--- src/hdl/lzpt_pkg.sv ---
package lzpt_pkg;

  typedef struct packed {
    logic [3:0] symbol;
    logic       new_sequence;
  } in_item_t;

  typedef struct packed {
    logic [15:0] prediction;
    logic        codeword_end;
    logic [31:0] item_index;
    logic [31:0] codeword_count;
    logic        pool_full;
  } out_item_t;

  localparam logic [0:0] REG_ALPHABET_SIZE = 1'b0;
  localparam logic [0:0] REG_MAX_COUNT     = 1'b1;

  typedef enum logic [2:0] {
    ST_IDLE,
    ST_INIT,
    ST_SUM,
    ST_DIV,
    ST_UPD,
    ST_OUT
  } back_state_t;

endpackage

--- src/hdl/lzpt_front.sv ---
module lzpt_front (
  input  logic              clk,
  input  logic              rst,
  input  logic              in_valid,
  output logic              in_stall,
  input  lzpt_pkg::in_item_t in_data,
  output logic              q_valid,
  input  logic              q_pop,
  output lzpt_pkg::in_item_t q_data
);

  // two-entry request queue
  lzpt_pkg::in_item_t buf0, buf1;
  logic [1:0] fill;
  logic push;

  assign in_stall = rst || (fill == 2'd2);
  assign push     = in_valid && !in_stall;
  assign q_valid  = (fill != 2'd0);
  assign q_data   = buf0;

  always_ff @(posedge clk) begin
    if (rst) begin
      fill <= 2'd0;
    end else begin
      fill <= fill + {1'b0, push} - {1'b0, q_pop};
    end
    if (q_pop) begin
      buf0 <= (fill == 2'd2) ? buf1 : in_data;
      if (push) buf1 <= in_data;
    end else if (push) begin
      if (fill == 2'd0) buf0 <= in_data;
      else buf1 <= in_data;
    end
  end

  assert property (@(posedge clk) disable iff (rst)
    q_pop |-> fill != 2'd0) else $error("pop from empty queue");
  assert property (@(posedge clk) disable iff (rst)
    fill != 2'd3) else $error("queue fill out of range");

endmodule

--- config.mk ---
export PLATFORM = sky130hd
export DESIGN_NAME = lzpt_front
export DESIGN_NICKNAME = d
export VERILOG_FILES = /design/src/hdl/lzpt_pkg.sv /design/src/hdl/lzpt_front.sv
export SDC_FILE = /design/constraint.sdc
export NUM_CORES = 1
export LEC_CHECK = 0
export BUFFER_PORTS_ARGS = -buffer_cell sky130_fd_sc_hd__clkbuf_2
export CELL_PAD_IN_SITES_DETAIL_PLACEMENT = 0
export CELL_PAD_IN_SITES_GLOBAL_PLACEMENT = 1
export CORE_MARGIN = 2
export CORE_UTILIZATION = 40
export CTS_CLUSTER_SIZE = 14
export DETAILED_ROUTE_END_ITERATION = 12
export PLACE_DENSITY = 0.78
export SLEW_MARGIN = 20
export SYNTH_ARGS = -nofsm -noshare
export SYNTH_HDL_FRONTEND = slang
export SYNTH_SLANG_ARGS = --single-unit
--- constraint.sdc ---
create_clock -name clk -period 2.55 [get_ports clk]
set_input_delay 0.255 -clock clk [delete_from_list [all_inputs] [get_ports clk]]
set_output_delay 0.255 -clock clk [all_outputs]
set_load 0.02 [all_outputs]
== Yosys cells after proc, flatten, opt, wreduce, memory -nomap -nowiden ==
Cells that the tools add are included.

* Word-level logic and storage cells: 26
* Register bits: 12
* Input bits: 9

* Eq/ne operators: 2
* Add/subtract/negate cells: 2
* Reduce and logical (&&, ||, !) cells: 9
* Muxes and demuxes: 8

{| class="wikitable"
|+ Operators with widths
! operator !! number
|-
| $mux 5 || 8
|-
| $reduce_bool 2->1 || 3
|-
| $reduce_and 2->1 || 2
|-
| $add 2x1->2 || 1
|-
| $eq 2x2->1 const B || 1
|-
| $logic_not 2->1 || 1
|-
| $ne 2x2->1 const B || 1
|-
| $sub 2x1->2 || 1
|-
| $logic_and 1x1->1 || 1
|-
| $logic_not 1->1 || 1
|-
| $logic_or 1x1->1 || 1
|}

== Depth between registers and ports, before layout ==
Gate-level depths: netlist of run 1.

* Depth after elaboration: 6
* Gate-level depth with buffers: 6

== Worst setup path after synthesis of run 1 ==
No wires, ideal clock.

* Path type: register -> register
* Start: register fill[1]
* End: register fill[1]
* Setup slack: 1.076 ns
* Buffers on the path: 0
* Data required time: 2.440 ns
* Library setup time: 0.110 ns
* Clock period less this slack: 1.474 ns
* Arrival time: 1.364 ns
* Stages on the path, launching flop included: 7
* Cells stage by stage: dfxtp_1 or2b_2 nand3_1 ha_1 ha_1 xnor3_1 nor2_1

* Word-level cells in the longest chain between the ends: 6

{| class="wikitable"
|+ RTL lines
! item !! RTL line !! source
|-
| start, declared || lzpt_front.sv:14 || <nowiki>logic [1:0] fill;</nowiki>
|-
| start signal, assigned || lzpt_front.sv:26 || <nowiki>fill <= fill + {1'b0, push} - {1'b0, q_pop};</nowiki>
|-
| $eq 2x2->1 || lzpt_front.sv:17 || <nowiki>assign in_stall = rst || (fill == 2'd2);</nowiki>
|-
| $logic_or 1x1->1 || lzpt_front.sv:17 ||
|-
| $logic_not 1->1 || lzpt_front.sv:18 || <nowiki>assign push = in_valid && !in_stall;</nowiki>
|-
| $logic_and 1x1->1 || lzpt_front.sv:18 ||
|-
| $add 2x1->2 (*) || lzpt_front.sv:26 ||
|-
| $sub 2x1->2 (*) || lzpt_front.sv:26 ||
|}

Mark *: on every way between the ends. The rest lies on a longest branch, timed or not.
A chain may end at the register's enable or synchronous reset.

== Worst setup path after layout of run 1 ==
* Start: register fill[0]
* End: register buf0, in the netlist q_data[3] (enable)

* Word-level cells in the longest chain between the ends: 6
* Elaborated cells on any way between the ends: 8
* Those cells by class: eq/ne: 1; reduce/logical: 7

{| class="wikitable"
|+ RTL lines
! item !! RTL line !! source
|-
| $eq 2x2->1 || lzpt_front.sv:17 ||
|-
| $logic_or 1x1->1 || lzpt_front.sv:17 ||
|-
| $logic_not 1->1 || lzpt_front.sv:18 ||
|-
| $logic_and 1x1->1 || lzpt_front.sv:18 ||
|-
| $reduce_bool 2->1 (no line) || -- ||
|-
| $reduce_and 2->1 (no line) (*) || -- ||
|-
| end signal, assigned || lzpt_front.sv:29 || <nowiki>buf0 <= (fill == 2'd2) ? buf1 : in_data;</nowiki>
|-
| end signal, assigned || lzpt_front.sv:32 || <nowiki>if (fill == 2'd0) buf0 <= in_data;</nowiki>
|-
| end, declared || lzpt_front.sv:13 || <nowiki>lzpt_pkg::in_item_t buf0, buf1;</nowiki>
|}

Marked as above.

==> results.ini, run 1 <==
[yosys]
syn_inst=33
synth_top_area_cell=edfxtp_1
yosysSeqAreaShare_pct=64.5
synth-seq-cells=12
synth_area_leaders=edfxtp_1 57%, mux2_2 11%, dfxtp_1 7.6%
yosysTopAreaCellShare_pct=56.9
netlist_top_cells_count=10 x edfxtp_1, 5 x mux2_2, 3 x ha_1, 2 x dfxtp_1, 2 x inv_1
synth_fp_nets=45
yosysWarnings=0
synth_edf_count=10
synth_most_common_cell=edfxtp_1
synthFlopType=edfxtp_1
synth.avg_cell_area_sq_um=16.0
netlist-cell-type-count=16
synthArstFlopShare_pct=0
synthesis.area_sq_um=528

[cts]
htreeDepth=1
cts_hold_buf=0
post_cts_buffers=0
cts-resized-gates=0
cts-root-buf=clkbuf_4
clkLatencyLatePin_ns=0.27
clock_path_buffers=2
cts_sinks=12
cts_tree=built
clk_pin_slew_ns=0.07
numCtsBuffers=3

[worst_setup_path]
arrival_ns=1.50
cpMaxStageDelayCell=a21oi_1
crit_start=fill[0]
critPathRequiredTime_ns=2.46
path_class=flop to flop
cp-end-kind=flop
cp_cell_sequence=or2b_2 -> nand3_1 -> ha_1 -> a21oi_1
cp-start-kind=flop
slowest_delay_ns=0.41
rr_startpoint=fill[0]
cp_max_fo=5

[drt]
num_vias=328
avgRoutedWirePerCell_um=12.3
detail_route.iter0.violations=4
drtPass1Iterations=4
ant_nets=0
routed_wirelength_um=826
drc=0
viasPerCell=4.90

[placement]
hpwl_um=628
portBuffers=15
place.gp.congestion=0.686

[power]
p_switching_w=0.000139
swShare_pct=27.6
p_seq_share_pct=50.8
pwr_density_cell_nw_per_um2=779
leakage_nw=0.293
intPower_w=0.000366
vdd_drop_max_mv=0.404
combinationalPowerShare_pct=25.4
clkPwrFrac_pct=23.8

[die]
dieArea_sq_um=1630
rows=13
fp.dieH_um=40.3
start_util_pct=41.6
io-pin-count=16
die_w_um=40.3
core_area_sq_um=1270

[global_route]
antenna_found_initial=0
grt_usage_pct=12.8
overflow=0
grt_pass1_wl_um=1240
grt_pass1_vias=301
grt_max_degree=8

[timing]
finalHoldViolations=0
slew_violations=0
hold_ws_ns=0.168
finClkSkew_ns=0.00346
fin_crit_ns=1.59
slew_headroom_pct=66.4
setup_viol=0
setup_tns_ns=0
grt_setup_unrepaired=false
worst_pin_slew_ns=0.504
clock.fmax_mhz=628
fin_crit_sh_pct=62.5

[layout]
area_delta_synth_final_pct=22.7
fin_nets=65
num_antenna_cells=0
fillers=112
drive_gt1_share_pct=48.1

[run_status]
status=completed

[hold_path]
min-delay-start=rst
hold_class=primary input to flop

[job]
drv_cap=0

## cells by family (layout without fill, tap and decap cells)
| group | count (synthesis) | in the layout | synth area share, % |
|---|---|---|---|
| xor+xnor | 1 | 1 | 4.27 |
| buf+inv | 2 | 21 | 1.42 |
| mux | 5 | 5 | 10.7 |
| compound gates | 2 | 2 | 2.84 |
| flops | 12 | 12 | 64.5 |
| fa+ha+maj | 3 | 3 | 7.11 |
| simple gates | 8 | 8 | 9.24 |
## worst paths after layout
kind          endpoint  slack, ns  cells after the start
min reg2reg  q_data[3]       0.55                      1
min            fill[0]       0.17                      2
max          q_data[3]       0.96                      4
max reg2reg  q_data[3]       0.96                      4
## sequential cells by signal, summed over array words and instances (netlist names)
register / flops
q_data: 5
fill: 2
buf1: 5
## layout by cell type (no fill, tap or decap)
cell type,n
nor2_1,1
a21oi_1,1
or2_2,1
clkbuf_2,15
nand3_1,1
xnor3_1,1
nor2b_1,1
mux2_2,5
clkbuf_1,1
dfxtp_1,2
ha_1,3
and2b_1,1
or2b_2,1
clkbuf_4,3
edfxtp_1,10
o211a_1,1
inv_1,2
nand3b_1,1
nand2_1,1
## power by group through the flow
| stage | Clock [W] | Sequential [W] | Combinational (W) |
|---|---|---|---|
| 6_report | 0.000120 | 0.000257 | 0.000128 |
| 4_1_cts | 0.000127 | 0.000257 | 0.000130 |
| 2_1_floorplan | 0 | 0.000275 | 0.0000762 |
| 3_5_place_dp | 0 | 0.000261 | 0.000130 |
| 5_1_grt | 0.000137 | 0.000259 | 0.000142 |
| 3_3_place_gp | 0 | 0.000258 | 0.000126 |
## metal layers
metal  vias up  global-route usage [%]  part of all wire, %  wire [um]
met5         -                       0                    0          0
met4         0                    12.5                  1.6         13
met3         4                    5.00                  6.2         51
met2        13                    19.8                   52        431
met1       152                    12.8                   40        330
li1        159                       -                    -          -
## layout make-up
type	instances	area, sq um	share of cell area [%]
Clock buffer	4	26.3	4.05
Multi-Input combinational cell	19	180	27.8
Tap cell	15	18.8	2.90
Timing Repair Buffer	15	75.1	11.6
Inverter	2	7.51	1.16
Sequential cell	12	340	52.5
## critical path, delay by kind of cell, from the launching register on
family          cells  cell delay (ns)
simple gates        2             0.25
fa+ha+maj           1             0.19
flops               1             0.38
compound gates      1             0.41
## through the flow
step                area, sq um  util [%]  cells  setup slack (ns)  power, W
CTS                         648      51.1     67             0.959  0.000514
finish                      648      51.1     67             0.957  0.000505
global placement            622      49.0     63              1.05  0.000384
floorplan                   528         -     33              1.08  0.000352
detailed placement          622      49.0     63             0.968  0.000391
global route                648      51.1     67             0.879  0.000539
No activity file was read; power rests on OpenSTA's default activity.
==> inputs of run 2 (changes only) <==
--- a/config.mk
+++ b/config.mk
@@ -5,14 +5,15 @@
 export SDC_FILE = /design/constraint.sdc
 export NUM_CORES = 1
 export LEC_CHECK = 0
+export ABC_AREA = 1
 export BUFFER_PORTS_ARGS = -buffer_cell sky130_fd_sc_hd__clkbuf_2
 export CELL_PAD_IN_SITES_DETAIL_PLACEMENT = 0
 export CELL_PAD_IN_SITES_GLOBAL_PLACEMENT = 1
 export CORE_MARGIN = 2
-export CORE_UTILIZATION = 40
+export CORE_UTILIZATION = 35
 export CTS_CLUSTER_SIZE = 14
 export DETAILED_ROUTE_END_ITERATION = 12
-export PLACE_DENSITY = 0.78
+export PLACE_DENSITY = 0.74
 export SLEW_MARGIN = 20
 export SYNTH_ARGS = -nofsm -noshare
 export SYNTH_HDL_FRONTEND = slang
==> constraint.sdc (replaced) <==
create_clock -name clk -period 1.5 [get_ports clk]
set_input_delay 0.15 -clock clk [delete_from_list [all_inputs] [get_ports clk]]
set_output_delay 0.15 -clock clk [all_outputs]
set_load 0.02 [all_outputs]
==> run 2 against run 1 <==
  * Register-to-register slack lost 0.84 ns
  * Power is 61% higher
  * Synthesized cell count is 58% higher
  * Wire length increased by 8.2%
  * Clock skew decreased by 0.0014 ns
  * Synthesized area increased by 1.2%
  * Clock power rose by 65%
  * Fmax grew 15%
==> results.ini, run 2 <==
[power]
p_seq_share_pct=51.7
p_total_w=0.000812
combinationalPowerShare_pct=23.9
swShare_pct=29.1
leakage_nw=0.347
intPower_w=0.000576
p_switching_w=0.000236
vdd_drop_max_mv=0.584
clkPwrFrac_pct=24.4
pwr_density_cell_nw_per_um2=1150

[layout]
num_antenna_cells=0
area_delta_synth_final_pct=32.6
final_common_cell=clkbuf_2
fin_nets=88
drive_gt1_share_pct=36.0
final_cell_mix=15 x clkbuf_2, 12 x inv_1, 11 x nand2_1

[drt]
routed_wirelength_um=894
avgRoutedWirePerCell_um=9.82
detail_route.iter0.violations=13
drc=0
num_vias=393
viasPerCell=4.32
ant_nets=0
drtPass1Iterations=3

[yosys]
netlist-cell-type-count=10
synth_edf_count=10
synth_top_area_cell=edfxtp_1
synthArstFlopShare_pct=0
synthXorXnorAreaFrac_pct=0
synth-seq-cells=12
synth-compound-area-share_pct=6.56
synthFlopType=edfxtp_1
syn_inst=52
netlist_top_cells_count=12 x inv_1, 11 x nand2_1, 10 x edfxtp_1, 5 x o21ai_1, 4 x nor2_1
synth_area_leaders=edfxtp_1 56%, inv_1 8.4%, nand2_1 7.7%
synth.avg_cell_area_sq_um=10.3
synth.area.mux_share_pct=0
yosysTopAreaCellShare_pct=56.2
yosysSeqAreaShare_pct=63.7
yosysWarnings=0
yosys.area_share.adder_pct=7.03
synth-simple-area-share_pct=14.3
synth_fp_nets=64
synth_top_family_by_area=simple AND/OR/NAND/NOR gates
synth_most_common_cell=inv_1
synthesis.area_sq_um=534

[worst_setup_path]
cp-end-kind=flop
cp_max_fo=2
arrival_ns=1.55
path_class=flop to flop
cp-start-kind=flop
rr_endpoint=fill[1]
rr_startpoint=fill[0]
critPathRequiredTime_ns=1.67
r2r_cells=10
reg2reg_slack_ns=0.12

[global_route]
grt_pass1_wl_um=1290
overflow=0
antenna_found_initial=0
grt_max_degree=11
grt_usage_pct=10.1
grt_pass1_vias=320

[timing]
setup_viol=0
finClkSkew_ns=0.00207
clock.fmax_mhz=722
hold_ws_ns=0.0350
slew_headroom_pct=86.2
setup_tns_ns=0
slew_violations=0
grt_setup_unrepaired=false
fin_crit_ns=1.38
finalHoldViolations=0
worst_pin_slew_ns=0.207
fin_crit_sh_pct=92.3

[job]
drv_cap=0

[hold_path]
hold_class=primary input to flop
min-delay-start=rst
holdPathStages=2
holdPathEnd=fill[0]

[cts]
clk_pin_slew_ns=0.07
cts_hold_buf=0
clock_path_buffers=2
htreeDepth=1
clkLatencyLatePin_ns=0.27
cts-resized-gates=0
numCtsBuffers=3
post_cts_buffers=0
cts-root-buf=clkbuf_4
cts_tree=built
cts_sinks=12

[run_status]
status=completed

[placement]
place.gp.congestion=0.741
portBuffers=15
hpwl_um=658

[die]
rows=14
fp.dieH_um=43.1
dieArea_sq_um=1860
core_area_sq_um=1470
die_w_um=43.1
io-pin-count=16
start_util_pct=36.3

run 2: changes by cell type in the layout (fill, tap and decap cells not counted), sizes merged, moves of 2 or more:
cell	change
inv	+10
nand2	+10
mux2	-5
o21ai	+5
buf	+4
nor2	+3
nand3	+2
run 2: logic make-up (layout without fill, tap and decap cells):
family / count (synthesis) / count (layout)
and+or+nand+nor: 18 / 18
DFF: 12 / 12
buffers and inverters: 12 / 35
AOI/OAI and AO/OA: 7 / 7
adders and majority gates: 3 / 3
run 2: layer usage:
metal | share of wire, % | track usage [%]
met5 | 0 | 0
met4 | 0 | 1.82
met3 | 5.5 | 7.66
met2 | 52 | 15.5
met1 | 42 | 11.4
run 2: how the worst max path moves through the flow:
stage / startpoint / end / depth (start not counted)
floorplan: fill[0] / fill[1] / 9
global placement: fill[0] / fill[1] / 9
finish: fill[0] / fill[1] / 10
detailed placement: fill[0] / fill[1] / 9
CTS: fill[0] / fill[1] / 9
global route: fill[0] / fill[1] / 10
run 2: critical path, cell delays in order (launching register included):
cell	delay, ns
dfxtp_2	0.33
inv_1	0.05
nand2_1	0.09
nand3_2	0.10
ha_4	0.27
ha_1	0.14
inv_1	0.04
nand2_1	0.08
nand3_1	0.08
nand2_1	0.06
nor2_1	0.03
run 2: area by class of cell:
type	count	area, sq um
Tap cell	16	20.0
Inverter	12	45.0
Sequential cell	12	342
Clock buffer	3	22.5
Timing Repair Buffer	19	105
Fill cell	147	763
Multi-Input combinational cell	28	170
Clock inverter	1	3.75
run 2: power groups by stage:
stage	sequential, W	combinational, W	clock (W)
2_1_floorplan	0.000448	0.0000895	0
3_3_place_gp	0.000426	0.000186	0
3_5_place_dp	0.000426	0.000187	0
4_1_cts	0.000418	0.000188	0.000206
5_1_grt	0.000422	0.000216	0.000219
6_report	0.000419	0.000194	0.000198
run 2: through the flow:
step	util, %	std cells	cell area (sq um)	setup slack [ns]
global placement	44.8	87	659	0.0818
finish	48.1	91	708	0.115
detailed placement	44.8	87	659	0.0862
floorplan	-	52	534	0.104
global route	48.1	91	708	0.00440
CTS	46.6	91	686	0.0605
